===== src/rtl/core/lzss_pkg.sv =====
// Shared types and constants for the LZSS ring decompressor.
// No dependencies; every other file in rtl/core except lzss_ram refers to it by scoped names.
`default_nettype none

package lzss_pkg;

  // Ring window; the match word carries a 12-bit start position, so the depth is fixed.
  localparam int unsigned RING_DEPTH = 4096;
  localparam int unsigned RING_AW    = $clog2(RING_DEPTH);

  // Run length counters start at 3..18 and count down.
  localparam int unsigned RUN_W   = 5;
  localparam logic [RUN_W-1:0] MIN_RUN = RUN_W'(3);

  // Flag index runs 0..8; eight flags per control byte.
  localparam int unsigned FIDX_W = 4;
  localparam logic [FIDX_W-1:0] FLAGS_PER_CTRL = FIDX_W'(8);

  localparam int unsigned CNT_W = 32;

  typedef struct packed {
    logic [7:0] in_byte;
    logic       start_of_stream;
  } lzss_in_t;

  typedef struct packed {
    logic [7:0] out_byte;
    logic       last_of_run;
    logic       stream_done;
  } lzss_out_t;

  // Controller to datapath.
  typedef struct packed {
    logic restart;     // clear pointers, count, flags
    logic load_flags;  // take in_byte as control byte
    logic literal;     // emit in_byte and store it in the ring
    logic load_high;   // hold first match byte
    logic start_copy;  // second match byte: set up the run
    logic copy_en;     // run the copy pipeline
    logic adv_flag;    // advance flag index
  } lzss_cmd_t;

  // Datapath to controller.
  typedef struct packed {
    logic flag_bit;       // current flag
    logic len_zero;       // configured length is zero
    logic count_reached;  // byte count already at length
    logic done_next;      // count reaches length with the byte emitted now
    logic last_flag;      // current flag is the eighth
    logic out_free;       // output register can take a byte this cycle
    logic copy_last;      // final byte of the run emitted this cycle
  } lzss_stat_t;

endpackage

`default_nettype wire


===== src/rtl/core/lzss_ctrl.sv =====
// Decode-phase state machine of the LZSS ring decompressor.
// Depends on lzss_pkg (command and status structs).
`default_nettype none

module lzss_ctrl (
  input  wire logic                clk,
  input  wire logic                rst_n,
  input  wire logic                in_valid,
  input  wire logic                in_sos,
  output logic                     in_ready,
  input  wire lzss_pkg::lzss_stat_t stat,
  output lzss_pkg::lzss_cmd_t       cmd
);

  typedef enum logic [4:0] {
    ST_CTRL = 5'b00001,
    ST_ITEM = 5'b00010,
    ST_MLOW = 5'b00100,
    ST_COPY = 5'b01000,
    ST_DONE = 5'b10000
  } state_t;

  state_t state_r, state_nxt, after_item;
  logic   eff_ctrl, is_item, is_mlow, acc;

  // Start of stream forces the control-byte phase from any state but ST_COPY, where no input is taken.
  assign eff_ctrl = in_sos || (state_r == ST_CTRL);
  assign is_item  = !in_sos && (state_r == ST_ITEM);
  assign is_mlow  = !in_sos && (state_r == ST_MLOW);

  // Only a literal needs the output register at accept time.
  assign in_ready = (state_r != ST_COPY) && (!(is_item && stat.flag_bit) || stat.out_free);
  assign acc      = in_valid && in_ready;

  always_comb begin
    cmd            = '0;
    cmd.restart    = acc && in_sos;
    cmd.load_flags = acc && eff_ctrl;
    cmd.literal    = acc && is_item && stat.flag_bit;
    cmd.load_high  = acc && is_item && !stat.flag_bit;
    cmd.start_copy = acc && is_mlow;
    cmd.copy_en    = (state_r == ST_COPY);
    cmd.adv_flag   = cmd.literal || stat.copy_last;
  end

  always_comb begin
    if (stat.done_next) begin
      after_item = ST_DONE;
    end else if (stat.last_flag) begin
      after_item = ST_CTRL;
    end else begin
      after_item = ST_ITEM;
    end
  end

  always_comb begin
    state_nxt = state_r;
    if (state_r == ST_COPY) begin
      if (stat.copy_last) begin
        state_nxt = after_item;
      end
    end else if (acc) begin
      if (eff_ctrl) begin
        if (in_sos ? stat.len_zero : stat.count_reached) begin
          state_nxt = ST_DONE;
        end else begin
          state_nxt = ST_ITEM;
        end
      end else begin
        unique case (state_r)
          ST_ITEM: begin
            state_nxt = stat.flag_bit ? after_item : ST_MLOW;
          end
          ST_MLOW: begin
            state_nxt = ST_COPY;
          end
          default: begin
            state_nxt = state_r;
          end
        endcase
      end
    end
  end

  always_ff @(posedge clk) begin
    if (!rst_n) begin
      state_r <= ST_CTRL;
    end else begin
      state_r <= state_nxt;
    end
  end

endmodule

`default_nettype wire


===== config.mk =====
export PLATFORM = sky130hd
export DESIGN_NAME = lzss_ctrl
export DESIGN_NICKNAME = d
export VERILOG_FILES = /design/src/rtl/core/lzss_pkg.sv /design/src/rtl/core/lzss_ctrl.sv
export SDC_FILE = /design/constraint.sdc
export NUM_CORES = 1
export LEC_CHECK = 0
export ABC_AREA = 0
export BUFFER_PORTS_ARGS = -buffer_cell sky130_fd_sc_hd__buf_2
export CAP_MARGIN = 25
export CORE_MARGIN = 2
export CORE_UTILIZATION = 28
export DETAILED_ROUTE_END_ITERATION = 6
export GPL_TIMING_DRIVEN = 0
export RECOVER_POWER = 25
export REMOVE_ABC_BUFFERS = 1
export SLEW_MARGIN = 30
export SYNTH_ARGS = -nofsm -noshare
export SYNTH_HDL_FRONTEND = slang
export SYNTH_SLANG_ARGS = --single-unit

===== constraint.sdc =====
create_clock -name clk -period 2.15 [get_ports clk]
set_input_delay 0.3225 -clock clk [delete_from_list [all_inputs] [get_ports clk]]
set_output_delay 0.3225 -clock clk [all_outputs]
set_load 0.05 [all_outputs]

==> flow_summary.json, run 1 <==
{
  "violations": "negative setup slack",
  "ff2ff_setup_slack_ns": 0.17,
  "hpwl_um": 954,
  "clockBufferDepth": 2,
  "top_regs": "state_r: 5 flops",
  "r2r-start": "state_r[1]$_SDFFE_PN0P_",
  "setup_viol": 1,
  "tritoncts": "built",
  "wirelength_um": 1340,
  "io_buffers": 18,
  "synth_top_area_share_pct": 20.9,
  "ys_types": 32,
  "reg2reg_depth": 6,
  "ys_seq_elements": 5,
  "layout_commonest_cell": "buf_2",
  "syn_area_um2": 478,
  "ys_warn_count": 0,
  "clock_tree.htree_level_count": 1,
  "vias": 550,
  "grt_overflow": 0,
  "grt_use_total_pct": 13.2,
  "hold_viol": 0,
  "finish.net_count": 99,
  "max_slew_margin_pct": 74.0,
  "fmax_mhz": 458,
  "die_area_um2": 2050,
  "worst_slew_pin_slew_ns": 0.388,
  "die_y_um": 45.3,
  "drtIter0Drc": 18,
  "clockRootBuffer": "clkbuf_4",
  "min_period_over_period_pct": 102,
  "irDropWorstVdd_mv": 0.375,
  "whs_ns": 0.355,
  "drv_cap": 0,
  "power.leakage_nw": 0.322,
  "ys_seq_area_share_pct": 20.9,
  "status": "finished with violations",
  "syn_to_final_growth_pct": 40.3,
  "finClkSkew_ns": 0.00223,
  "clkTransAtPathRegs_ns": 0.04,
  "via_per_inst": 5.34,
  "startpoint_type": "flip-flop",
  "cp-end-kind": "output port",
  "dr.pass1.iters": 4,
  "whs_endpoint": "state_r[2]$_SDFFE_PN0P_",
  "start_util_pct": 30.7,
  "core-area_um2": 1560,
  "worst_slack_ns": -0.0344,
  "clk_latency_ns": 0.24,
  "drc": 0,
  "cp_max_fo": 4,
  "grt_first_pass_wirelength_um": 1910,
  "rr_endpoint": "state_r[1]$_SDFFE_PN0P_",
  "rows": 14,
  "clock-sinks": 5,
  "fin_setup_tns_ns": -0.0344,
  "nFillCells": 164,
  "regMostFlops": "state_r",
  "drive_above_1_share_pct": 41.4,
  "synth_area_leaders": "dfxtp_1, nor2_1, o31a_1",
  "avgSynthCellArea_um2": 7.24,
  "pre_cts_slack_ns": -0.141,
  "min_delay_path_depth": 3,
  "required_ns": 1.83,
  "grt_max_degree": 10,
  "largest_reg_flops": 5,
  "min_period_ns": 2.18,
  "avgRoutedWirePerCell_um": 13.0,
  "min_from": "rst_n",
  "first_global_vias": 432,
  "grt_antenna_before_repair": 0,
  "io_pins": 19,
  "gp_congestion": 0.702,
  "antenna_cells": 0,
  "hold_path_class": "input port to flip-flop",
  "final_cell_mix": "buf_2, nor2_1, nand2_1, buf_4, dfxtp_4",
  "path_class": "flip-flop to output port",
  "syn_inst": 66,
  "yosysTopAreaCell": "dfxtp_1",
  "crit_arrival_ns": 1.86,
  "slew_viol_final": 0,
  "fp.dieW_um": 45.3,
  "p_per_area_nw_per_um2": 537,
  "ant_nets": 0,
  "grt_setup_unrepaired": "yes",
  "cts_buffers": 3
}
## report_power, final
group / total (W) / switching (W) / internal [W]
combinational: 0.000136 / 0.0000730 / 0.0000627
clock: 0.000109 / 0.0000387 / 0.0000702
sequential: 0.000116 / 0.0000150 / 0.000101
total: 0.000360 / 0.000127 / 0.000233
## per-stage QoR
stage	util, %	std cells	power, W	area (µm²)
floorplan	-	61	0.000202	447
global placement	35.7	95	0.000233	557
detailed placement	35.7	95	0.000237	557
CTS	41.9	102	0.000366	653
global route	43.0	103	0.000383	671
finish	43.0	103	0.000360	671
## Yosys cell counts
cell type	count
a211oi_1	1
a21oi_1	3
a311o_1	1
a31oi_1	1
and2_4	1
and3_1	1
and4b_1	1
buf_2	4
buf_6	1
dfxtp_1	5
inv_1	5
mux2i_1	2
nand2_1	5
nand2b_1	1
nand3_1	2
nand3b_1	1
nor2_1	12
nor4_2	1
nor4b_1	1
o211a_1	1
o211ai_1	2
o21a_1	1
o21ai_0	1
o21ai_1	1
o21ai_2	1
o22a_1	1
o31a_1	3
or2_2	1
or3_1	1
or3b_1	1
or4b_1	1
xor2_1	2
## worst max path at each step
stage                             from      to  slack, ns
2_1_floorplan  state_r[2]$_SDFFE_PN0P_  cmd[0]      -0.11
3_3_place_gp   state_r[3]$_SDFFE_PN0P_  cmd[2]      -0.13
3_5_place_dp   state_r[2]$_SDFFE_PN0P_  cmd[2]      -0.14
4_1_cts        state_r[1]$_SDFFE_PN0P_  cmd[2]      -0.07
5_1_grt        state_r[1]$_SDFFE_PN0P_  cmd[2]      -0.09
6_report       state_r[1]$_SDFFE_PN0P_  cmd[2]      -0.03
## worst max-delay path: stages, from the launching register on
cell and delay [ns]:
dfxtp_4 0.34, nor4b_4 0.13, and4b_1 0.19, or3b_4 0.40, or3_4 0.34, inv_2 0.07
buf_8 0.14
## layout make-up
cell class                      instances  area, µm²  area share [%]
Multi-Input combinational cell         51        347            51.7
Tap cell                               16       20.0            2.99
Sequential cell                         5        119            17.7
Inverter                                5       18.8            2.80
Clock buffer                            4       26.3            3.92
Timing Repair Buffer                   22        140            20.9
## layer usage
metal	vias to the layer above	GRT usage, %	part of all wire, %
met5	-	0	0
met4	0	7.06	1.1
met3	2	3.60	5.0
met2	21	20.6	50
met1	252	16.4	44
li1	275	-	-
## what timing repair did
| item | 4_1_cts | 5_1_grt |
|---|---|---|
| gates cloned | 0 | 0 |
| setup buffers | 3 | 1 |
| pin swaps | 3 | 1 |
| gates resized for setup | 17 | 3 |
| setup endpoints to repair | 3 | 3 |
| hold buffers | 0 | 0 |
## cell families (layout without fill, tap and decap cells)
| group | after synthesis | in the layout | synth area share [%] |
|---|---|---|---|
| buffers and inverters | 10 | 31 | 10.5 |
| DFF | 5 | 5 | 20.9 |
| muxes | 2 | 2 | 4.19 |
| xor gates and xnor gates | 2 | 2 | 3.67 |
| AOI/OAI and AO/OA | 17 | 17 | 26.2 |
| and+or+nand+nor | 30 | 30 | 34.6 |
Power figures use the tool's default switching activity.
==> inputs of run 2 (changes only) <==
- CORE_UTILIZATION: 28 -> 31
==> run 2 against run 1 <==
  * The run still ends with negative setup slack left
  * Clock power is essentially flat
  * Power grew 2.5%
  * Flip-flop and latch count is the same
  * Global-route usage grew 0.37 points
  * Hold slack gained 0.028 ns
  * Design area grew 5.0%
  * Via count shrank 3.1%
  * First-iteration DRC count shrank 28%
==> flow_summary.json, run 2 (synthesized netlist as in run 1, its figures left out) <==
{
  "status": "finished with violations",
  "violations": "negative setup slack",
  "clock_tree.htree_level_count": 1,
  "clock-sinks": 5,
  "hold_viol": 0,
  "swShare_pct": 34.3,
  "seq_power_share_pct": 31.0,
  "layout_commonest_cell": "buf_2",
  "placed_cells": 95,
  "dr.pass1.iters": 4,
  "largest_reg_flops": 5,
  "io_pins": 19,
  "instances_no_fill": 106,
  "slowest_stage": "or3b_4",
  "path_cells": "nor4b_4 -> and4b_1 -> or3b_4 -> or3_4 -> inv_2 -> buf_8",
  "grt_first_pass_wirelength_um": 1930,
  "path_class": "flip-flop to output port",
  "grt_setup_unrepaired": "yes",
  "worst_slack_ns": -0.0270,
  "syn_to_final_growth_pct": 47.4,
  "ff2ff_setup_slack_ns": 0.25,
  "grt_use_total_pct": 13.6,
  "whs_ns": 0.383,
  "clkTransAtPathRegs_ns": 0.04,
  "gp_congestion": 0.781,
  "pwr-share-comb_pct": 40.4,
  "rows": 14,
  "first_global_vias": 442,
  "clk_latency_ns": 0.24,
  "critPathTopFamily": "simple AND/OR/NAND/NOR gates",
  "cts_buffers": 3,
  "startpoint_type": "flip-flop",
  "avgRoutedWirePerCell_um": 11.7,
  "slew_viol_final": 0,
  "fp.dieW_um": 43.3,
  "finish.net_count": 102,
  "p_switching_w": 0.000127,
  "cp-end-kind": "output port",
  "die_area_um2": 1870,
  "drv_cap": 0,
  "ant_nets": 0,
  "antenna_cells": 0,
  "drc": 0,
  "cp.buffers_inverters": 2,
  "clockBufferDepth": 2,
  "final_cell_mix": "buf_2, nor2_1, buf_4, nand2_1, dfxtp_4",
  "max_slew_margin_pct": 72.7,
  "drtIter0Drc": 13,
  "via_per_inst": 5.03,
  "p_per_area_nw_per_um2": 524,
  "cp_max_fo": 3,
  "crit_arrival_ns": 1.85,
  "hold_path_class": "input port to flip-flop",
  "clockRootBuffer": "clkbuf_4",
  "start_util_pct": 32.5,
  "top_regs": "state_r: 5 flops",
  "finClkSkew_ns": 0.00148,
  "grt_max_degree": 10,
  "wirelength_um": 1240,
  "worst_slew_pin_slew_ns": 0.407,
  "io_buffers": 18,
  "min_period_over_period_pct": 101,
  "cts_hold_buf": 0,
  "vias": 533,
  "power.leakage_nw": 0.323,
  "grt_antenna_before_repair": 0,
  "hpwl_um": 858,
  "setup_viol": 1,
  "grt_overflow": 0,
  "fmax_mhz": 459,
  "pre_cts_slack_ns": -0.150,
  "clockPowerShare_pct": 28.6,
  "drive_above_1_share_pct": 45.6,
  "p_int_w": 0.000243,
  "min_period_ns": 2.18,
  "max_stage_delay_ns": 0.40,
  "tritoncts": "built",
  "required_ns": 1.83,
  "core-area_um2": 1470,
  "irDropWorstVdd_mv": 0.370,
  "die_y_um": 43.3,
  "regMostFlops": "state_r"
}
==> run 2: power by group through the flow <==
stage / sequential [W] / clock [W] / combinational [W]
6_report: 0.000114 / 0.000106 / 0.000149
5_1_grt: 0.000115 / 0.000120 / 0.000162
4_1_cts: 0.000113 / 0.000110 / 0.000135
3_5_place_dp: 0.000117 / 0 / 0.000118
3_3_place_gp: 0.000117 / 0 / 0.000117
2_1_floorplan: 0.000113 / 0 / 0.0000889
==> run 2: layer usage <==
metal	GRT usage, %	wire, µm	vias to the layer above	part of all wire [%]
li1	-	-	287	-
met1	19.4	603	237	49
met2	19.7	606	9	49
met3	1.28	31	0	2.5
met4	7.27	0	0	0
met5	0	0	-	0
==> run 2: cell type report <==
type,instances,area (µm²)
Fill cell,162,767
Multi-Input combinational cell,51,358
Timing Repair Buffer,25,163
Sequential cell,5,119
Clock buffer,4,26.3
Tap cell,16,20.0
Inverter,5,18.8
==> run 2: through the flow <==
step | setup TNS [ns] | utilization, % | power (W) | area, µm²
detailed placement | -0.150 | 37.8 | 0.000235 | 557
CTS | -0.0548 | 44.6 | 0.000358 | 657
finish | -0.0270 | 47.9 | 0.000369 | 704
floorplan | -0.319 | - | 0.000202 | 447
global route | -0.0914 | 47.9 | 0.000398 | 704
global placement | -0.160 | 37.8 | 0.000234 | 557
==> run 2: path summary, 6_finish.rpt <==
kind,from,endpoint,cells past startpoint
worst max-delay path,state_r[1]$_SDFFE_PN0P_,cmd[2],6
worst min-delay path,rst_n,state_r[2]$_SDFFE_PN0P_,3
worst max register to register,state_r[1]$_SDFFE_PN0P_,state_r[1]$_SDFFE_PN0P_,6
worst min register to register,state_r[2]$_SDFFE_PN0P_,state_r[2]$_SDFFE_PN0P_,2
==> run 2: what timing repair did <==
item / 4_1_cts / 5_1_grt
pin swaps: 3 / 1
endpoints found under the hold margin: 0 / 0
gates resized for setup: 18 / 7
setup endpoints to repair: 3 / 3
buffers inserted: 3 / 4
==> run 2: worst min-delay path, cell delays in order <==
cell	delay [ns]
buf_2	0.13
nand2_1	0.07
o21ai_1	0.05
